[config.mk]
export PLATFORM = sky130hd
export DESIGN_NAME = sriex_ctrl
export DESIGN_NICKNAME = d
export VERILOG_FILES = /design/src/sriex_pkg.sv /design/src/sriex_ctrl.sv
export SDC_FILE = /design/constraint.sdc
export NUM_CORES = 1
export LEC_CHECK = 0
export BUFFER_PORTS_ARGS = -buffer_cell sky130_fd_sc_hd__buf_2
export CAP_MARGIN = 10
export CELL_PAD_IN_SITES_DETAIL_PLACEMENT = 2
export CELL_PAD_IN_SITES_GLOBAL_PLACEMENT = 2
export CORE_MARGIN = 5
export CORE_UTILIZATION = 26
export CTS_CLUSTER_DIAMETER = 60
export CTS_CLUSTER_SIZE = 12
export DETAILED_ROUTE_END_ITERATION = 6
export GPL_TIMING_DRIVEN = 0
export PLACE_DENSITY_LB_ADDON = 0.25
export SETUP_SLACK_MARGIN = 0.2
export SLEW_MARGIN = 40
export SYNTH_ARGS = -nofsm -noshare
export SYNTH_HDL_FRONTEND = slang
export SYNTH_SLANG_ARGS = --single-unit
[constraint.sdc]
create_clock -name clk_i -period 1.7 [get_ports clk_i]
set_clock_uncertainty 0.2 [all_clocks]
set_input_delay 0.17 -clock clk_i [delete_from_list [all_inputs] [get_ports clk_i]]
set_output_delay 0.17 -clock clk_i [all_outputs]
set_load 0.02 [all_outputs]
[src/sriex_pkg.sv]
`timescale 1ns / 1ps
// ----------------------------------------------------------------------------
// sriex_pkg
// shared types and constants of the instruction executor
// ----------------------------------------------------------------------------
package sriex_pkg;

  localparam int unsigned RegCount = 32;
  localparam int unsigned MemWords = 1024;
  localparam int unsigned MemAw    = $clog2(MemWords);

  typedef enum logic [4:0] {
    OP_STOP  = 5'd0,  OP_ADD  = 5'd1,  OP_SUB   = 5'd2,  OP_MULT  = 5'd3,
    OP_DIV   = 5'd4,  OP_AND  = 5'd5,  OP_OR    = 5'd6,  OP_XOR   = 5'd7,
    OP_SHL   = 5'd8,  OP_SHR  = 5'd9,  OP_SLT   = 5'd10, OP_SLE   = 5'd11,
    OP_SEQ   = 5'd12, OP_LOAD = 5'd13, OP_STORE = 5'd14, OP_JMP   = 5'd15,
    OP_BRAZ  = 5'd16, OP_BRANZ = 5'd17, OP_SCALL = 5'd18
  } opcode_e;

  localparam logic [2:0] ErrNone   = 3'd0;
  localparam logic [2:0] ErrReg    = 3'd1;
  localparam logic [2:0] ErrMem    = 3'd2;
  localparam logic [2:0] ErrJump   = 3'd3;
  localparam logic [2:0] ErrDivZ   = 3'd4;
  localparam logic [2:0] ErrOpcode = 3'd5;

  // controller to datapath
  typedef struct packed {
    logic load_instr;   // capture instruction word
    logic read_ops;     // read register operands
    logic exec;         // evaluate ALU ops, start divider or memory
    logic div_step;     // one divider iteration
    logic finish;       // commit and build result
    logic out_take;     // result taken downstream
  } dp_cmd_t;

  // datapath to controller
  typedef struct packed {
    logic is_div;       // instruction needs the divider
    logic is_mem;       // instruction needs the memory read state
    logic div_done;
    logic halted;
    logic clearing;     // data memory clear pass after reset in progress
  } dp_sts_t;

endpackage

[src/sriex_ctrl.sv]
`timescale 1ns / 1ps
// ----------------------------------------------------------------------------
// sriex_ctrl
// sequencing state machine and handshake of the executor
// ----------------------------------------------------------------------------
module sriex_ctrl import sriex_pkg::*; (
  input  logic    clk_i,
  input  logic    rst_ni,
  input  logic    in_valid_i,
  output logic    in_ready_o,
  output logic    out_valid_o,
  input  logic    out_ready_i,
  input  dp_sts_t sts_i,
  output dp_cmd_t cmd_o
);

  typedef enum logic [5:0] {
    S_IDLE = 6'b000001, S_READ = 6'b000010, S_EXEC = 6'b000100,
    S_DIV  = 6'b001000, S_MEM  = 6'b010000, S_FIN  = 6'b100000
  } state_e;

  state_e state_q, state_d;
  logic   ovld_q;

  assign in_ready_o  = (state_q == S_IDLE) && !sts_i.clearing &&
                       (!ovld_q || out_ready_i);
  assign out_valid_o = ovld_q;

  always_comb begin
    cmd_o            = '0;
    cmd_o.load_instr = in_valid_i && in_ready_o;
    cmd_o.read_ops   = (state_q == S_READ);
    cmd_o.exec       = (state_q == S_EXEC);
    cmd_o.div_step   = (state_q == S_DIV);
    cmd_o.finish     = (state_q == S_FIN);
    cmd_o.out_take   = ovld_q && out_ready_i;
    state_d = state_q;
    unique case (state_q)
      S_IDLE: if (in_valid_i && in_ready_o) state_d = S_READ;
      S_READ: state_d = S_EXEC;
      S_EXEC: begin
        if (sts_i.is_div)      state_d = S_DIV;
        else if (sts_i.is_mem) state_d = S_MEM;
        else                   state_d = S_FIN;
      end
      S_DIV:  if (sts_i.div_done) state_d = S_FIN;
      S_MEM:  state_d = S_FIN;
      S_FIN:  state_d = S_IDLE;
      default: state_d = S_IDLE;
    endcase
  end

  // input is accepted only while the output slot is free or being taken, so finish never overwrites
  always_ff @(posedge clk_i or negedge rst_ni) begin
    if (!rst_ni) begin
      state_q <= S_IDLE;
      ovld_q  <= 1'b0;
    end else begin
      state_q <= state_d;
      if (state_q == S_FIN)    ovld_q <= 1'b1;
      else if (cmd_o.out_take) ovld_q <= 1'b0;
    end
  end

  logic unused;
  assign unused = sts_i.halted;

endmodule

### Word level (Yosys, flattened, before mapping)

Index checks and enable logic that the tools add are counted.
W data, S select, Z words.

| storage, ports and cells | value |
|---|---|
| bits in latches | 0 |
| flip-flop bits (word level) | 7 |
| bits in read-only memories | 0 |
| bits in writable memories | 0 |
| memories | 0 |
| output and inout port bits | 8 |

| cells by class | value |
|---|---|
| equal/unequal tests | 8 |
| bitwise operators | 0 |
| shifts and indexed selects | 0 |
| $mul | 0 |
| multiplexer cells | 7 |
| reductions and logical operators | 9 |
| divide/modulo/power cells | 0 |
| $lt $le $gt $ge | 0 |
| add/sub/neg operators | 0 |

Operator list:

| cell | count |
|---|---|
| $pmux W6 S5 | 1 |
| $mux W6 | 4 |
| $eq A6 B1 Y1 const B | 1 |
| $eq A6 B2 Y1 const B | 1 |
| $eq A6 B3 Y1 const B | 1 |
| $eq A6 B4 Y1 const B | 1 |
| $eq A6 B5 Y1 const B | 1 |
| $eq A6 B6 Y1 const B | 1 |
| $logic_and A1 B1 Y1 | 4 |
| $ne A2 B2 Y1 const B | 2 |
| $logic_not A1 Y1 | 2 |
| $mux W1 | 2 |
| $reduce_and A2 Y1 | 1 |
| $reduce_bool A2 Y1 | 1 |
| $logic_or A1 B1 Y1 | 1 |

### Logic depth before layout (Yosys ltp)

Gate-level depths: netlist of run 1.

| logic depth | value |
|---|---|
| depth in word-level cells | 6 |
| gate-level depth with buffers | 4 |

### Worst setup path after synthesis of run 1

Ideal clock, no wire load.

| timing | value |
|---|---|
| path kind | flip-flop to output port |
| from | register state_q[4] |
| to | output in_ready_o |
| slack | 0.094 ns |
| required time | 1.330 ns |
| cell stages (with the launch flop) | 4 |
| arrival time | 1.236 ns |
| cell sequence | dfrtp_1 > nor2_4 > nand4b_4 > nor3_1 |

| between the ends | value |
|---|---|
| cells in the longest elaborated chain, start to end | 3 |

Ends and longest elaborated chain:

| what | RTL line | text |
|---|---|---|
| start, declared | sriex_ctrl.sv:22 | `state_e state_q, state_d;` |
| start signal, assigned | sriex_ctrl.sv:59 | `state_q <= state_d;` |
| $eq A6 B1 Y1 | sriex_ctrl.sv:25 | `assign in_ready_o = (state_q == S_IDLE) && !sts_i.clearing &&` |
| $logic_and A1 B1 Y1 (2 in series) | sriex_ctrl.sv:25 |  |
| end, declared | sriex_ctrl.sv:10 | `output logic in_ready_o,` |

No other way between the ends.

==> results of run 1 <==
-- layout by cell type (no fill, tap or decap), drive strengths merged --
cell and instances:
and3 1, o22ai 1, nand4b 3, nor3 2
inv 5, o21a 2, dfstp 1, o21ai 1
nand3b 1, and2 1, clkbuf 4, nor4b 2
nor2 3, nand4 1, o31ai 1, buf 28
nor2b 1, dlygate4sd3 4, or2 1, dfrtp 6
nand3 1, and4b 1, xor2 1
-- sequential cells by signal, indices dropped and copies added, names as in the netlist --
signal and flops:
state_q 6, out_valid_o 1
-- stage by stage --
| step | utilization | std cells | power (mW) |
|---|---|---|---|
| final | 0.493 | 88 | 0.667 |
| after global routing | 0.493 | 88 | 0.718 |
| after CTS | 0.451 | 84 | 0.642 |
| after detailed placement | 0.337 | 67 | 0.411 |
| after global placement | 0.337 | 67 | 0.406 |
| after floorplan | - | 36 | 0.357 |
-- report_power, final --
group	total (mW)	internal [mW]	switching, mW
logic	0.303	0.163	0.140
registers	0.223	0.195	0.0274
clock network	0.142	0.0890	0.0529
total	0.667	0.447	0.220
-- path summary, 6_finish.rpt --
| path | startpoint | end | slack [ns] | cells past startpoint |
|---|---|---|---|---|
| max | state_q[0] | cmd_o[5] | -0.1 | 3 |
| min | sts_i[3] | state_q[4] | 0.04 | 2 |
| max reg2reg | state_q[4] | state_q[5] | 0.10 | 6 |
| min reg2reg | state_q[0] | state_q[0] | 0.52 | 3 |
| max in group asynchronous | rst_ni | state_q[0] | 0.96 | 2 |
| min in group asynchronous | rst_ni | state_q[4] | 0.12 | 2 |
-- layer usage --
metal	global-route usage	up-vias	wire (um)
met5	0	-	0
met4	0.103	0	27
met3	0.0398	2	78
met2	0.215	13	771
met1	0.137	207	560
li1	-	201	-
-- critical path: stages, from the launching register on --
cell and delay (ns):
sky130_fd_sc_hd__dfstp_2 0.58, sky130_fd_sc_hd__nand4b_4 0.15, sky130_fd_sc_hd__nor4b_4 0.27, sky130_fd_sc_hd__buf_4 0.19
-- cell type report --
cell class | instances | area share
multi-input cells | 24 | 0.337
repair buffers | 32 | 0.332
flip-flops and latches | 7 | 0.242
clock buffers | 4 | 0.0358
well taps | 16 | 0.0273
inverters | 5 | 0.0256
-- what timing repair did --
action,CTS,global route
hold buffers,4,0
pin swaps,4,4
endpoints found under the setup margin,7,11
endpoints found under the hold margin,9,0
resized for setup,11,6
buffers inserted,9,4
-- kinds of logic (layout without fill, tap and decap cells) --
group / count (synthesis) / after routing / share of synthesized area
flops: 7 / 7 / 0.439
xor+xnor: 1 / 1 / 0.0218
compound gates: 5 / 5 / 0.0841
buf+inv: 5 / 41 / 0.0467
simple gates: 18 / 18 / 0.408
==> metrics.cfg, run 1 <==
[run_status]
status=complete, but fails checks
violations=negative setup slack

[yosys]
netlist-cell-type-count=23
post_synth_main_area_contributors=sky130_fd_sc_hd__dfrtp_1, sky130_fd_sc_hd__dfstp_2, sky130_fd_sc_hd__nand4b_4, sky130_fd_sc_hd__nor4b_4, sky130_fd_sc_hd__nor2_4
postSynthNetCount=45
synth-warning-count=0
synth-seq-cells=7
synthDominantCellAreaShare=0.374
synth_sequential_area_ratio=0.439
synth-main-ff-cell=sky130_fd_sc_hd__dfrtp_1
synth_edf_count=0
synthesized_netlist_cell_count=36
post_synth.cell_area_avg_sq_um=11.2
synth_most_common_cell=sky130_fd_sc_hd__dfrtp_1
synthTopCellsByCount=sky130_fd_sc_hd__dfrtp_1, sky130_fd_sc_hd__inv_1
synthArstFlopShare=1.00
syn_area_sq_um=402
synth_largest_area_cell=sky130_fd_sc_hd__dfrtp_1

[layout]
layout.nets=82
diode_insertion_count_for_antenna_repair=0
multiInputGateArea_sq_um=248
ratio_of_cells_with_drive_above_1_in_the_final_layout=0.597
fillCellCount=162
postLayoutCellArea_sq_um=734
final-seq-area_sq_um=178
flow.area_growth_from_synthesis_pct=82.9

[global_route]
grt_pass1_wl_um=2380
grt_pass1_vias=503
total_routing_resource_utilization_after_global_routing=0.131
grt_start_max_net_pins=8
global_route.overflow_total=0
antenna_found_initial=0

[clocking]
cts-htree-levels=1
cts-buffers-inserted=3
cts.reportedPaths.clkPinSlew_ns=0.05
cts_tree=yes
cts_max_path_buffers=2
worst_skew_pair.late_latency_ns=0.24
cts_num_sinks=7
cts_root_buf=sky130_fd_sc_hd__clkbuf_4

[routing]
vias_per_cell=4.81
post_route_antenna_net_violation_count=0
detailroute.via_count=423
drc_errors=0
routed_wl_um=1440
dr.first_iter.drc_count=2
firstDrtPassIters=2
avgRoutedWirePerCell_um=16.3

[floorplan]
ios=17
core.rowCount=14
fp.coreArea_sq_um=1490
die_height_um=49.3
die_width_um=49.3
initial_utilization=0.270
die_area_sq_um=2430

[timing]
final-setup-viol-count=3
timing.final.max_slew_violations=0
unrepaired_setup_endpoints_after_global_routing=yes
max_clock_freq_ghz=0.556
timing.hold.ws_ns=0.0448
layout_worst_path_cycle_share=1.06
sum_of_negative_setup_slack_ns=-0.245
relSlewSlack=0.642
finalWorstPathRequiredPeriod_ns=1.80
worst-slew-pin-transition_ns=0.536
fin_ws_ns=-0.0976
report.final.hold_viol_count=0

[power]
power-per-cell-area_nw_per_um2=909
vdd_ir_drop_max_mv=0.500
power_leakage_nw=0.393

[critical_path]
worst_setup_path_end_kind=primary output
critical_path_arrival_ns=1.43
critPathRequiredTime_ns=1.33
criticalPathCategory=flip-flop to primary output
start_kind=flip-flop
worst-path-max-fanout=4

[run]
max_cap_violations=0

[placed_design]
place_ws_ns=0.0653
port-buffer-count=15
placedInstanceArea_sq_um=502
gpl.final_weighted_congestion=0.682
hpwlAfterDp_um=840

[hold_path]
classification_of_the_worst_slack_hold_path=primary input to flip-flop

Note: power is estimated with default switching activity, not from simulation.
==> run 2, diff against run 1 <==
--- a/config.mk
+++ b/config.mk
@@ -9,6 +9,7 @@
 export CAP_MARGIN = 10
 export CELL_PAD_IN_SITES_DETAIL_PLACEMENT = 2
 export CELL_PAD_IN_SITES_GLOBAL_PLACEMENT = 2
+export CORE_ASPECT_RATIO = 0.9
 export CORE_MARGIN = 5
 export CORE_UTILIZATION = 26
 export CTS_CLUSTER_DIAMETER = 60
==> constraint.sdc (replaced) <==
create_clock -name clk_i -period 1.7 [get_ports clk_i]
set_clock_uncertainty 0.2 [all_clocks]
set_input_delay 0.255 -clock clk_i [delete_from_list [all_inputs] [get_ports clk_i]]
set_output_delay 0.255 -clock clk_i [all_outputs]
set_load 0.02 [all_outputs]
==> run 2 against run 1 <==
- the flow still finishes with violations (negative setup slack)
- wire length rose by 11%
- clock power rose by 7%
- die area barely moved
- register-to-register slack got worse by 0.08 ns
- total power rose by 2.4%
- largest cell class unchanged
- highest routed layer unchanged
==> metrics.cfg, run 2 (synthesis gave the netlist of run 1 again) <==
[run_status]
status=complete, but fails checks  ; unchanged
violations=negative setup slack  ; unchanged

[power]
sw_frac_of_total=0.341  ; was 0.330
pwr-share-seq=0.332  ; was 0.334
power_leakage_nw=0.374  ; was 0.393 nW
post-layout-total-power_uw=684  ; was 667 uW
power_frac_comb=0.446  ; was 0.454
pwr-share-clk=0.222  ; was 0.213
p_int_uw=450  ; was 447 uW
vdd_ir_drop_max_mv=0.641  ; was 0.500 mV
power-per-cell-area_nw_per_um2=997  ; was 909 nW/um^2
switchingPower_uw=233  ; was 220 uW

[global_route]
groute.layer.met3.usage=0.0254  ; was 0.0398
grt_pass1_vias=501  ; was 503
gr_layer_usage_met2=0.294  ; was 0.215
total_routing_resource_utilization_after_global_routing=0.151  ; was 0.131
grtUsageMet1=0.160  ; was 0.137
grt_pass1_wl_um=2530  ; was 2380 um
global_route.peak_usage_layer=met2  ; unchanged
global_route.overflow_total=0  ; unchanged
antenna_found_initial=0  ; unchanged
grt_start_max_net_pins=8  ; unchanged

[critical_path]
critPathRequiredTime_ns=1.24  ; was 1.33 ns
start_kind=flip-flop  ; unchanged
worst-path-max-fanout=3  ; was 4
criticalPathCategory=flip-flop to primary output  ; unchanged
critical_path_arrival_ns=1.42  ; was 1.43 ns
worst_setup_path_end_kind=primary output  ; unchanged

[layout]
top_register=state_q  ; unchanged
most-common-layout-cells=sky130_fd_sc_hd__buf_4, sky130_fd_sc_hd__buf_2, sky130_fd_sc_hd__inv_1  ; was sky130_fd_sc_hd__buf_4, sky130_fd_sc_hd__buf_2, sky130_fd_sc_hd__inv_1, sky130_fd_sc_hd__dfrtp_1, sky130_fd_sc_hd__buf_6
number_of_non_filler_instances_in_the_completed_layout=85  ; was 88
postLayoutCellArea_sq_um=686  ; was 734 sq um
final-seq-area_sq_um=179  ; was 178 sq um
multiInputGateArea_sq_um=226  ; was 248 sq um
fillCellCount=151  ; was 162
mostFrequentLayoutCell=sky130_fd_sc_hd__buf_4  ; unchanged
largest_register_ffs=6  ; unchanged
diode_insertion_count_for_antenna_repair=0  ; unchanged
flow.area_growth_from_synthesis_pct=70.7  ; was 82.9%
ratio_of_cells_with_drive_above_1_in_the_final_layout=0.600  ; was 0.597
layout.nets=80  ; was 82

[timing]
timing.final.max_slew_violations=0  ; unchanged
layout_worst_path_cycle_share=1.10  ; was 1.06
final-setup-viol-count=6  ; was 3
unrepaired_setup_endpoints_after_global_routing=yes  ; unchanged
relSlewSlack=0.676  ; was 0.642
sum_of_negative_setup_slack_ns=-1.00  ; was -0.245 ns
max_clock_freq_ghz=0.532  ; was 0.556 GHz
timing.hold.ws_ns=0.0407  ; was 0.0448 ns
worst-slew-pin-transition_ns=0.485  ; was 0.536 ns
finalWorstPathRequiredPeriod_ns=1.88  ; was 1.80 ns
report.final.hold_viol_count=0  ; unchanged
fin_ws_ns=-0.178  ; was -0.0976 ns

[routing]
drc_errors=0  ; unchanged
avgRoutedWirePerCell_um=18.7  ; was 16.3 um
post_route_antenna_net_violation_count=0  ; unchanged
vias_per_cell=5.00  ; was 4.81
detailroute.via_count=425  ; was 423
routed_wl_um=1590  ; was 1440 um
firstDrtPassIters=2  ; unchanged
dr.first_iter.drc_count=2  ; unchanged

[clocking]
cts_max_path_buffers=2  ; unchanged
cts-buffers-inserted=3  ; unchanged
cts.reportedPaths.clkPinSlew_ns=0.06  ; was 0.05 ns
cts_tree=yes  ; unchanged
worst_skew_pair.late_latency_ns=0.25  ; was 0.24 ns
cts_num_sinks=7  ; unchanged
cts-htree-levels=1  ; unchanged
cts_root_buf=sky130_fd_sc_hd__clkbuf_4  ; unchanged

[floorplan]
initial_utilization=0.277  ; was 0.270
fp.coreArea_sq_um=1450  ; was 1490 sq um
die_height_um=47.3  ; was 49.3 um
ios=17  ; unchanged
die_width_um=51.4  ; was 49.3 um
die_area_sq_um=2430  ; about the same
core.rowCount=13  ; was 14

[run]
max_cap_violations=0  ; unchanged

[hold_path]
classification_of_the_worst_slack_hold_path=primary input to flip-flop  ; unchanged

[placed_design]
gpl.final_weighted_congestion=0.676  ; was 0.682
placedInstanceArea_sq_um=500  ; was 502 sq um
hpwlAfterDp_um=964  ; was 840 um
placed_cells=66  ; was 67
port-buffer-count=15  ; unchanged

[run 2: cell types whose count changed in the layout (fill, tap and decap cells not counted), sizes merged]
cell,delta
dlygate4sd3,-2
[run 2: final timing paths]
kind / from / to / slack [ns] / depth (start not counted)
worst min-delay path: sts_i[0] / state_q[1] / 0.04 / 2
worst max register to register: state_q[4] / state_q[5] / 0.02 / 6
worst max-delay path: state_q[2] / cmd_o[4] / -0.18 / 6
max in group asynchronous: rst_ni / state_q[0] / 0.89 / 2
min in group asynchronous: rst_ni / state_q[4] / 0.17 / 2
worst min register to register: state_q[2] / state_q[3] / 0.51 / 3
[run 2: critical path, cell delays in order (launching register included)]
cell and delay, ns:
sky130_fd_sc_hd__dfrtp_2 0.45, sky130_fd_sc_hd__nor2_4 0.14, sky130_fd_sc_hd__buf_4 0.12, sky130_fd_sc_hd__buf_4 0.10, sky130_fd_sc_hd__nand4b_1 0.14, sky130_fd_sc_hd__inv_1 0.11, sky130_fd_sc_hd__buf_6 0.12
[run 2: metal layers]
layer  wire [um]  share of wire
met1         591           0.37
met2         907           0.57
met3          62          0.039
met4          27          0.017
met5           0              0
[run 2: what timing repair did]
action                                 CTS  global route
gates resized for setup                  9             4
hold buffers                             2             0
pin swaps                                6             3
setup buffers                           11             2
setup endpoints to repair                7            13
endpoints found under the hold margin    8             0
[run 2: power groups by stage]
stage	Sequential, mW	Clock, mW	Combinational [mW]
after global placement	0.220	0	0.182
final	0.227	0.152	0.305
after detailed placement	0.223	0	0.189
after global routing	0.230	0.173	0.333
after floorplan	0.217	0	0.140
after CTS	0.221	0.156	0.280
[run 2: cell type report]
type / instances / area share
clock buffers: 4 / 0.0383
inverters: 5 / 0.0274
multi-input cells: 24 / 0.330
flip-flops and latches: 7 / 0.261
well taps: 15 / 0.0274
repair buffers: 30 / 0.316
[run 2: per-stage QoR]
step	util	worst slack, ns
2_1_floorplan	-	0.119
3_3_place_gp	0.346	-0.0183
3_5_place_dp	0.346	-0.0426
4_1_cts	0.452	-0.248
5_1_grt	0.474	-0.263
6_report	0.474	-0.178
